==> config.mk <==
export PLATFORM = sky130hd
export DESIGN_NAME = floor_request_queue
export DESIGN_NICKNAME = d
export VERILOG_FILES = /design/src/hdl/frq_pkg.sv /design/src/hdl/floor_request_queue.sv /design/src/hdl/frq_cell.sv
export SDC_FILE = /design/constraint.sdc
export NUM_CORES = 1
export LEC_CHECK = 0
export ABC_AREA = 1
export BUFFER_PORTS_ARGS = -buffer_cell sky130_fd_sc_hd__clkbuf_2
export CORE_MARGIN = 3
export CORE_UTILIZATION = 50
export DETAILED_ROUTE_END_ITERATION = 10
export HOLD_SLACK_MARGIN = 0.08
export PLACE_DENSITY = 0.68
export SETUP_SLACK_MARGIN = 0.4
export SLEW_MARGIN = 20
export SYNTH_ARGS = -nofsm -noshare
export SYNTH_HDL_FRONTEND = slang
export SYNTH_SLANG_ARGS = --single-unit
==> constraint.sdc <==
create_clock -name aclk -period 5.49 [get_ports aclk]
set_clock_uncertainty 0.1 [all_clocks]
set_input_delay 0.2745 -clock aclk [delete_from_list [all_inputs] [get_ports aclk]]
set_output_delay 0.2745 -clock aclk [all_outputs]
set_load 0.01 [all_outputs]
==> src/hdl/frq_pkg.sv <==
package frq_pkg;

    localparam int QUEUE_DEPTH_DEF = 10;
    localparam logic [3:0] TOP_FLOOR_RST = 4'd9;

    localparam logic [1:0] ACT_ADD   = 2'd0;
    localparam logic [1:0] ACT_TAKE  = 2'd1;
    localparam logic [1:0] ACT_CLEAR = 2'd2;

    localparam logic [2:0] ST_OK    = 3'd0;
    localparam logic [2:0] ST_DUP   = 3'd1;
    localparam logic [2:0] ST_FULL  = 3'd2;
    localparam logic [2:0] ST_WRONG = 3'd3;
    localparam logic [2:0] ST_EMPTY = 3'd4;

    typedef struct packed {
        logic [1:0] action;
        logic [3:0] floor;
    } frq_in_t;

    typedef struct packed {
        logic [2:0] status;
        logic [3:0] taken_floor;
        logic [3:0] head_floor;
        logic       head_valid;
        logic [3:0] count;
    } frq_out_t;

    // per-cycle command broadcast to every cell
    typedef struct packed {
        logic shift;
        logic load;
        logic clear;
    } frq_cmd_t;

endpackage

==> src/hdl/floor_request_queue.sv <==
// Floor request queue: a first-in first-out queue of up to QUEUE_DEPTH floors
// that refuses duplicates. Each item (add, take head, clear) produces exactly
// one result showing status, the floor taken, the new head and the count.
// The entries sit in a row of cells that compare against the requested floor
// in parallel and shift toward the head on a take, and the result is held in
// an output register, so a new item is accepted in every cycle in which the
// result register is empty or being drained.
// top_floor (reset 9) bounds both the floor range and the fill level; write it
// through the cfg channel only while the queue is idle.
module floor_request_queue #(
    parameter int QUEUE_DEPTH = frq_pkg::QUEUE_DEPTH_DEF
) (
    input  logic              aclk,
    input  logic              aresetn,
    input  logic              s_valid,
    output logic              s_ready,
    input  frq_pkg::frq_in_t  s_data,
    output logic              m_valid,
    input  logic              m_ready,
    output frq_pkg::frq_out_t m_data,
    input  logic              cfg_valid,
    output logic              cfg_ready,
    input  logic [3:0]        cfg_data
);
    import frq_pkg::*;

    localparam int CW   = $clog2(QUEUE_DEPTH + 1);
    localparam int CMPW = (CW > 4) ? CW : 4;

    logic [3:0]    entry_w [QUEUE_DEPTH];
    logic          valid_w [QUEUE_DEPTH];
    logic [QUEUE_DEPTH-1:0] match_w;

    logic [CW-1:0] count_reg, count_next;
    logic [3:0]    top_floor_reg;
    logic          m_valid_reg, m_valid_next;
    frq_out_t      out_reg, out_next;
    frq_cmd_t      cmd;

    logic          acc, dup, full, wrong;
    logic [CMPW-1:0] count_ext, top_ext;

    genvar gi;
    generate
        for (gi = 0; gi < QUEUE_DEPTH; gi++) begin : g_cell
            logic       prev_v;
            logic [3:0] nb_e;
            logic       nb_v;
            if (gi == 0) begin : g_first
                assign prev_v = 1'b1;
            end else begin : g_mid
                assign prev_v = valid_w[gi-1];
            end
            if (gi == QUEUE_DEPTH - 1) begin : g_last
                assign nb_e = 4'd0;
                assign nb_v = 1'b0;
            end else begin : g_inner
                assign nb_e = entry_w[gi+1];
                assign nb_v = valid_w[gi+1];
            end
            frq_cell u_cell (
                .aclk       (aclk),
                .aresetn    (aresetn),
                .cmd        (cmd),
                .new_floor  (s_data.floor),
                .prev_valid (prev_v),
                .nb_entry   (nb_e),
                .nb_valid   (nb_v),
                .entry      (entry_w[gi]),
                .valid      (valid_w[gi]),
                .match      (match_w[gi])
            );
        end
    endgenerate

    assign s_ready   = !m_valid_reg || m_ready;
    assign acc       = s_valid && s_ready;
    assign cfg_ready = 1'b1;

    assign count_ext = CMPW'(count_reg);
    assign top_ext   = CMPW'(top_floor_reg);
    assign dup       = |match_w;
    assign full      = (count_ext > top_ext) || (count_reg == CW'(QUEUE_DEPTH));
    assign wrong     = s_data.floor > top_floor_reg;

    always_comb begin
        cmd.load  = acc && (s_data.action == ACT_ADD) && !dup && !full && !wrong;
        cmd.shift = acc && (s_data.action == ACT_TAKE) && valid_w[0];
        cmd.clear = acc && (s_data.action == ACT_CLEAR);
    end

    always_comb begin
        count_next = count_reg;
        out_next   = out_reg;
        if (acc) begin
            out_next.status      = ST_OK;
            out_next.taken_floor = 4'd0;
            out_next.head_valid  = valid_w[0];
            out_next.head_floor  = valid_w[0] ? entry_w[0] : 4'd0;
            case (s_data.action)
                ACT_ADD: begin
                    if (dup) begin
                        out_next.status = ST_DUP;
                    end else if (full) begin
                        out_next.status = ST_FULL;
                    end else if (wrong) begin
                        out_next.status = ST_WRONG;
                    end else begin
                        count_next          = count_reg + CW'(1);
                        out_next.head_valid = 1'b1;
                        out_next.head_floor = valid_w[0] ? entry_w[0] : s_data.floor;
                    end
                end
                ACT_TAKE: begin
                    if (!valid_w[0]) begin
                        out_next.status = ST_EMPTY;
                    end else begin
                        count_next           = count_reg - CW'(1);
                        out_next.taken_floor = entry_w[0];
                        out_next.head_valid  = valid_w[1];
                        out_next.head_floor  = valid_w[1] ? entry_w[1] : 4'd0;
                    end
                end
                ACT_CLEAR: begin
                    count_next          = '0;
                    out_next.head_valid = 1'b0;
                    out_next.head_floor = 4'd0;
                end
                default: begin
                end
            endcase
            out_next.count = 4'(count_next);
        end
    end

    always_comb begin
        m_valid_next = m_valid_reg;
        if (acc) begin
            m_valid_next = 1'b1;
        end else if (m_ready) begin
            m_valid_next = 1'b0;
        end
    end

    always_ff @(posedge aclk) begin
        if (!aresetn) begin
            count_reg     <= '0;
            top_floor_reg <= TOP_FLOOR_RST;
            m_valid_reg   <= 1'b0;
        end else begin
            count_reg   <= count_next;
            m_valid_reg <= m_valid_next;
            if (cfg_valid && cfg_ready) begin
                top_floor_reg <= cfg_data;
            end
        end
    end

    always_ff @(posedge aclk) begin
        out_reg <= out_next;
    end

    assign m_valid = m_valid_reg;
    assign m_data  = out_reg;

endmodule

==> src/hdl/frq_cell.sv <==
module frq_cell (
    input  logic              aclk,
    input  logic              aresetn,
    input  frq_pkg::frq_cmd_t cmd,
    input  logic [3:0]        new_floor,
    input  logic              prev_valid,
    input  logic [3:0]        nb_entry,
    input  logic              nb_valid,
    output logic [3:0]        entry,
    output logic              valid,
    output logic              match
);
    import frq_pkg::*;

    logic [3:0] entry_reg, entry_next;
    logic       valid_reg, valid_next;

    always_comb begin
        entry_next = entry_reg;
        valid_next = valid_reg;
        if (cmd.clear) begin
            valid_next = 1'b0;
        end else if (cmd.shift) begin
            entry_next = nb_entry;
            valid_next = nb_valid;
        end else if (cmd.load && prev_valid && !valid_reg) begin
            entry_next = new_floor;
            valid_next = 1'b1;
        end
    end

    always_ff @(posedge aclk) begin
        if (!aresetn) begin
            valid_reg <= 1'b0;
        end else begin
            valid_reg <= valid_next;
        end
    end

    always_ff @(posedge aclk) begin
        entry_reg <= entry_next;
    end

    assign entry = entry_reg;
    assign valid = valid_reg;
    assign match = valid_reg && (entry_reg == new_floor);

endmodule
==> flow_metrics.tcl, run 1 <==
set metrics [dict create \
    die_w_um 99.8 \
    timing.final.crit_share_pct 54.3 \
    io_pins 34 \
    grt_pass1_wl_um 16900 \
    cts_buffers 9 \
    antenna_cells 0 \
    mostFrequentLayoutCells "nand2_1, inv_1, edfxtp_1" \
    core_area_um2 8380 \
    status "finished, final reports clean" \
    synthMuxAreaShare_pct 0 \
    drv_cap 0 \
    path_class "register to register" \
    synth_top_family_by_area "simple AND/OR/NAND/NOR gates" \
    largest_reg_flops 40 \
    synth-xor-area-share_pct 2.19 \
    initial_core_util_pct 52.5 \
    drt-total-wl_um 10300 \
    yosys_warnings 0 \
    crit_arrival_ns 2.89 \
    via_count 3658 \
    p_per_area_nw_per_um2 266 \
    fmax_ghz 0.335 \
    detail_route.iter0.violations 242 \
    grt_pass1_vias 3407 \
    hold_violations 0 \
    die-area_um2 9960 \
    relSlewSlack_pct 30.3 \
    ys_ff_latch 75 \
    rsz0062_at_grt "false" \
    core.rowCount 33 \
    cts_tree "done" \
    worst_slew_pin_slew_ns 1.04 \
    antenna_found_initial 0 \
    drive_gt1_share_pct 12.3 \
    clk_latency_ns 0.35 \
    hpwl_um 7440 \
    cp-start-kind "register" \
    syn-num-nets 583 \
    clockRootBuffer "clkbuf_8" \
    avgSynthCellArea_um2 7.90 \
    setup-tns-final_ns 0 \
    end_kind "register" \
    final_common_cell "nand2_1" \
    maxSlewViolCount 0 \
    hp-class "primary input to register" \
    finalCriticalPeriod_ns 2.98 \
    clock-sinks 75 \
    finalNetCount 613 \
    synth-simple-area-share_pct 28.0 \
    wl_per_cell_um 14.8 \
    p_leak_nw 2.25 \
    whs_ns 0.0963 \
    antenna_left 0 \
    ys_types 35 \
    final_util_pct 57.5 \
    synth-seq-area-share_pct 46.9 \
    place_congestion 0.900 \
    ir_worst_vdd_v 0.000135 \
    fillers 784 \
    clock_path_buffers 2 \
    grt_max_degree 39 \
    synth_compound_area_share_pct 9.07 \
    syn_area_um2 4400 \
    clkTransAtPathRegs_ns 0.08 \
    area_growth_pct 9.61 \
    post_cts.repair.setup_buffers 0 \
    worstPathRequired_ns 5.40 \
    cp_max_fo 38 \
    yosys.area_share.adder_pct 3.13 \
    grt_overflow 0 \
    die_h_um 99.8 \
    setup_viol 0 \
    drc_errors 0 \
    vias_per_cell 5.25 \
    drt-pass1-iter-count 5 \
    syn_inst 557 \
    port_buffers 32 \
    htree_levels 3 \
    track_usage_pct 21.6 \
]
worst max-delay path, cell delays in order (launching register included):
cell and delay [ns]:
dfxtp_1 0.70, inv_1 0.16, nor2_1 0.17, inv_1 0.10
nor2_2 0.08, buf_4 0.32, inv_1 0.54, o21ai_1 0.46
stage by stage:
| step | std cells | area, µm² | total power (W) | worst slack (ns) |
|---|---|---|---|---|
| floorplan | 557 | 4400 | 0.000793 | 3.09 |
| global placement | 676 | 4570 | 0.000830 | 2.52 |
| detailed placement | 676 | 4570 | 0.000833 | 2.50 |
| CTS | 697 | 4820 | 0.00128 | 2.53 |
| global route | 697 | 4820 | 0.00134 | 2.18 |
| finish | 697 | 4820 | 0.00128 | 2.51 |
final cells by class:
class	instances	area [µm²]	share of cell area, %
clock buffers	10	128	2.65
clock inverters	6	80.1	1.66
inverters	86	333	6.90
multi-input cells	377	1870	38.8
flip-flops and latches	75	2060	42.7
well taps	105	131	2.72
repair buffers	38	218	4.51
power breakdown:
part           switching [W]  leakage, nW  internal [W]
combinational       0.000122         1.47     0.0000595
clock               0.000207        0.101      0.000252
sequential         0.0000132        0.677      0.000629
cells in the mapped netlist (all sizes together):
| library cell | number | area [µm²] |
|---|---|---|
| a211oi | 1 | 12.5 |
| a21oi | 22 | 110 |
| a22oi | 1 | 7.51 |
| a31oi | 1 | 6.26 |
| buf | 13 | 114 |
| clkbuf | 6 | 22.5 |
| clkinv | 1 | 3.75 |
| conb | 1 | 3.75 |
| dfxtp | 19 | 380 |
| edfxtp | 56 | 1680 |
| ha | 11 | 138 |
| inv | 85 | 329 |
| nand2 | 166 | 628 |
| nand3 | 51 | 325 |
| nand3b | 1 | 7.51 |
| nand4 | 5 | 31.3 |
| nor2 | 50 | 215 |
| nor3 | 5 | 25.0 |
| o21ai | 51 | 263 |
| xnor2 | 10 | 87.6 |
| xor2 | 1 | 8.76 |
path summary, 6_finish.rpt:
check | slack, ns | startpoint | cells past startpoint | endpoint
setup / recovery | 2.51 | g_cell[0].u_cell.valid$_SDFFE_PP0P_ | 7 | g_cell[7].u_cell.entry[0]$_DFFE_PP_
hold / removal | 0.1 | cfg_data[1] | 3 | top_ext[1]$_SDFFE_PN0P_
setup reg to reg | 2.51 | g_cell[0].u_cell.valid$_SDFFE_PP0P_ | 7 | g_cell[7].u_cell.entry[0]$_DFFE_PP_
hold reg to reg | 0.41 | top_ext[1]$_SDFFE_PN0P_ | 2 | top_ext[1]$_SDFFE_PN0P_
per-layer routing:
| metal | track usage [%] | part of all wire (%) | vias to the layer above |
|---|---|---|---|
| met3 | 4.10 | 6.6 | 15 |
| met4 | 7.88 | 1.7 | 0 |
| met2 | 33.1 | 45 | 139 |
| met1 | 30.6 | 47 | 1651 |
| li1 | - | - | 1853 |
| met5 | 0 | 0 | - |
kinds of logic (layout without fill, tap and decap cells):
logic type               count (synthesis)  in the layout
AO/OA/AOI/OAI                           76             76
flip-flops                              75             75
adder cells (fa/ha/maj)                 11             11
other                                    1              1
buffers and inverters                  105            140
AND/OR/NAND/NOR                        278            278
XOR/XNOR                                11             11
repair_timing:
| item | in CTS | in global routing |
|---|---|---|
| endpoints found under the setup margin | 0 | 0 |
| endpoints found under the hold margin | 4 | 0 |
| hold buffers | 5 | 0 |
| resized for setup | 0 | 0 |
Power figures use the tool's default switching activity.
==> run 2: changes to the inputs <==
--- a/config.mk
+++ b/config.mk
@@ -5,13 +5,13 @@
 export SDC_FILE = /design/constraint.sdc
 export NUM_CORES = 1
 export LEC_CHECK = 0
-export ABC_AREA = 1
+export ABC_AREA = 0
 export BUFFER_PORTS_ARGS = -buffer_cell sky130_fd_sc_hd__clkbuf_2
 export CORE_MARGIN = 3
 export CORE_UTILIZATION = 50
 export DETAILED_ROUTE_END_ITERATION = 10
 export HOLD_SLACK_MARGIN = 0.08
-export PLACE_DENSITY = 0.68
+export PLACE_DENSITY = 0.69
 export SETUP_SLACK_MARGIN = 0.4
 export SLEW_MARGIN = 20
 export SYNTH_ARGS = -nofsm -noshare
==> constraint.sdc (replaced) <==
create_clock -name aclk -period 3 [get_ports aclk]
set_clock_uncertainty 0.1 [all_clocks]
set_input_delay 0.15 -clock aclk [delete_from_list [all_inputs] [get_ports aclk]]
set_output_delay 0.15 -clock aclk [all_outputs]
set_load 0.01 [all_outputs]
==> flow_metrics.tcl, run 2 <==
set metrics [dict create \
    status "finished, final reports clean" \
    antenna_cells 0 \
    hold_violations 0 \
    setup_viol 0 \
    r2r_slack_ns 0.48 \
    yosys_warnings 0 \
    core.rowCount 32 \
    synth_edf_count 56 \
    drt-total-wl_um 9810 \
    finalNetCount 475 \
    synthTopCellsByCount "edfxtp_1, a21o_1, o21ai_0" \
    slowest_delay_ns 0.41 \
    timing.final.crit_share_pct 83.9 \
    cts_buffers 9 \
    synth_flop_cell "edfxtp_1" \
    antenna_found_initial 0 \
    path_class "register to register" \
    detail_route.iter0.violations 215 \
    rr_endpoint "m_data[1]$_DFFE_PP_" \
    min_to "count_ext[0]$_SDFFE_PN0P_" \
    drt-pass1-iter-count 5 \
    hpwl_um 6440 \
    cp-start-kind "register" \
    cp_max_fo 7 \
    finalCriticalPeriod_ns 2.52 \
    syn-num-nets 423 \
    grt_max_degree 35 \
    vias_per_cell 5.89 \
    critPathBufInv 4 \
    worst_slew_pin_slew_ns 1.05 \
    p_leak_nw 1.96 \
    track_usage_pct 21.8 \
    grt_pass1_wl_um 15400 \
    ys_ff_latch 75 \
    maxSlewViolCount 0 \
    clk_latency_ns 0.34 \
    die_h_um 96.4 \
    via_count 3273 \
    reg2regPathDepth 12 \
    initial_core_util_pct 52.1 \
    worstPathRequired_ns 3.00 \
    largest_reg_flops 40 \
    ys_types 52 \
    cp_slowest_cell "edfxtp_1" \
    syn_area_um2 4090 \
    io_pins 34 \
    avgSynthCellArea_um2 10.3 \
    clockRootBuffer "clkbuf_8" \
    port_buffers 32 \
    grt_overflow 0 \
    relSlewSlack_pct 29.5 \
    clock_path_buffers 2 \
    r2r_start "g_cell[7].u_cell.entry[1]$_DFFE_PP_" \
    clkTransAtPathRegs_ns 0.08 \
    wl_per_cell_um 17.6 \
    crit_chain "nor2b_1 -> a2111o_1 -> nor3_2 -> a21oi_1 -> nand4_2 -> nor2_2 -> buf_6 -> buf_6 -> buf_4 -> buf_4 -> a31oi_2 -> nand2_1" \
    hp-class "primary input to register" \
    htree_levels 3 \
    ir_worst_vdd_v 0.000229 \
    clock-sinks 75 \
    path_delay_family "compound AO/OA/AOI/OAI gates" \
    crit_arrival_ns 2.51 \
    hp-start "s_data[4]" \
    drv_cap 0 \
    fin_total_pwr_w 0.00231 \
    synth_most_common_cell "edfxtp_1" \
    antenna_left 0 \
    mostFrequentLayoutCells "edfxtp_1, a21o_1, clkbuf_2" \
    drive_gt1_share_pct 22.9 \
    netlist.area_leader.share_pct 41.2 \
    synth_async_sr_flop_share_pct 0 \
    end_kind "register" \
    cts_tree "done" \
    yosys-top-cells-area "edfxtp_1, dfxtp_1, a21o_1" \
    yosysTopAreaCell "edfxtp_1" \
    die-area_um2 9290 \
    hold_depth 2 \
    setup-tns-final_ns 0 \
    p_per_area_nw_per_um2 473 \
    rsz0062_at_grt "true" \
    core_area_um2 7850 \
    area_growth_pct 19.4 \
    syn_inst 397 \
    fmax_ghz 0.398 \
    final_common_cell "edfxtp_1" \
    drc_errors 0 \
    synth-seq-area-share_pct 50.5 \
    die_w_um 96.4 \
    grt_pass1_vias 3049 \
    place_congestion 0.883 \
]
==> run 2: worst max-delay path by stage <==
stage,depth (start not counted),start,slack (ns),to
2_1_floorplan,10,count_ext[0]$_SDFFE_PN0P_,0.47,g_cell[1].u_cell.entry[0]$_DFFE_PP_
3_3_place_gp,9,count_ext[0]$_SDFFE_PN0P_,0.38,g_cell[3].u_cell.entry[3]$_DFFE_PP_
3_5_place_dp,9,count_ext[0]$_SDFFE_PN0P_,0.32,g_cell[2].u_cell.entry[3]$_DFFE_PP_
4_1_cts,12,count_ext[0]$_SDFFE_PN0P_,0.41,g_cell[9].u_cell.entry[1]$_SDFFCE_PP0P_
5_1_grt,12,count_ext[0]$_SDFFE_PN0P_,0.34,g_cell[9].u_cell.entry[1]$_SDFFCE_PP0P_
6_report,12,g_cell[7].u_cell.entry[1]$_DFFE_PP_,0.48,m_data[1]$_DFFE_PP_
==> run 2: layout make-up <==
type                            instances  area [µm²]
Sequential cell                        75        2070
Tap cell                              102         128
Fill cell                             656        2970
Clock inverter                          4        50.0
Inverter                               27         101
Clock buffer                           12         155
Multi-Input combinational cell        265        1880
Timing Repair Buffer                   71         493
==> run 2: layer usage <==
metal	GRT usage [%]	wire [µm]	vias up
met5	0	0	-
met4	7.24	97	0
met3	5.65	705	8
met2	33.1	4750	125
met1	30.4	4260	1572
li1	-	-	1568
==> run 2: what timing repair did <==
action | in CTS | in global routing
resized for setup | 4 | 21
endpoints found under the hold margin | 8 | 0
pin swaps | 0 | 7
setup endpoints to repair | 42 | 42
setup buffers | 0 | 10
hold buffers | 13 | 0
==> run 2: cell families after synthesis <==
family	count (synthesis)	share of synthesized area, %
compound gates	125	20.6
simple gates	91	11.4
flops	75	50.5
buf+inv	57	5.97
xor+xnor	33	7.07
fa+ha+maj	11	3.37
mux	4	1.01
other cells	1	0.0918
==> run 2: power breakdown <==
group	total, W	internal [W]	switching (W)
Sequential	0.00116	0.00114	0.0000150
Combinational	0.000350	0.000152	0.000198
Clock	0.000801	0.000429	0.000372
==> run 2: metrics by stage <==
stage / cell area, µm² / hold slack [ns] / setup slack [ns] / std cells / utilization (%)
finish: 4880 / 0.294 / 0.484 / 556 / 62.2
global route: 4880 / 0.325 / 0.335 / 556 / 62.2
CTS: 4720 / 0.260 / 0.405 / 546 / 60.1
detailed placement: 4370 / 0.268 / 0.323 / 517 / 55.7
global placement: 4370 / 0.266 / 0.381 / 517 / 55.7
floorplan: 4110 / 0.176 / 0.468 / 397 / -
==> run 2: worst register-to-register path, delay by kind of cell, from the launching register on <==
kind,cells,cell delay (ns)
flops,1,0.41
compound gates,3,0.73
buf+inv,4,0.53
simple gates,5,0.53
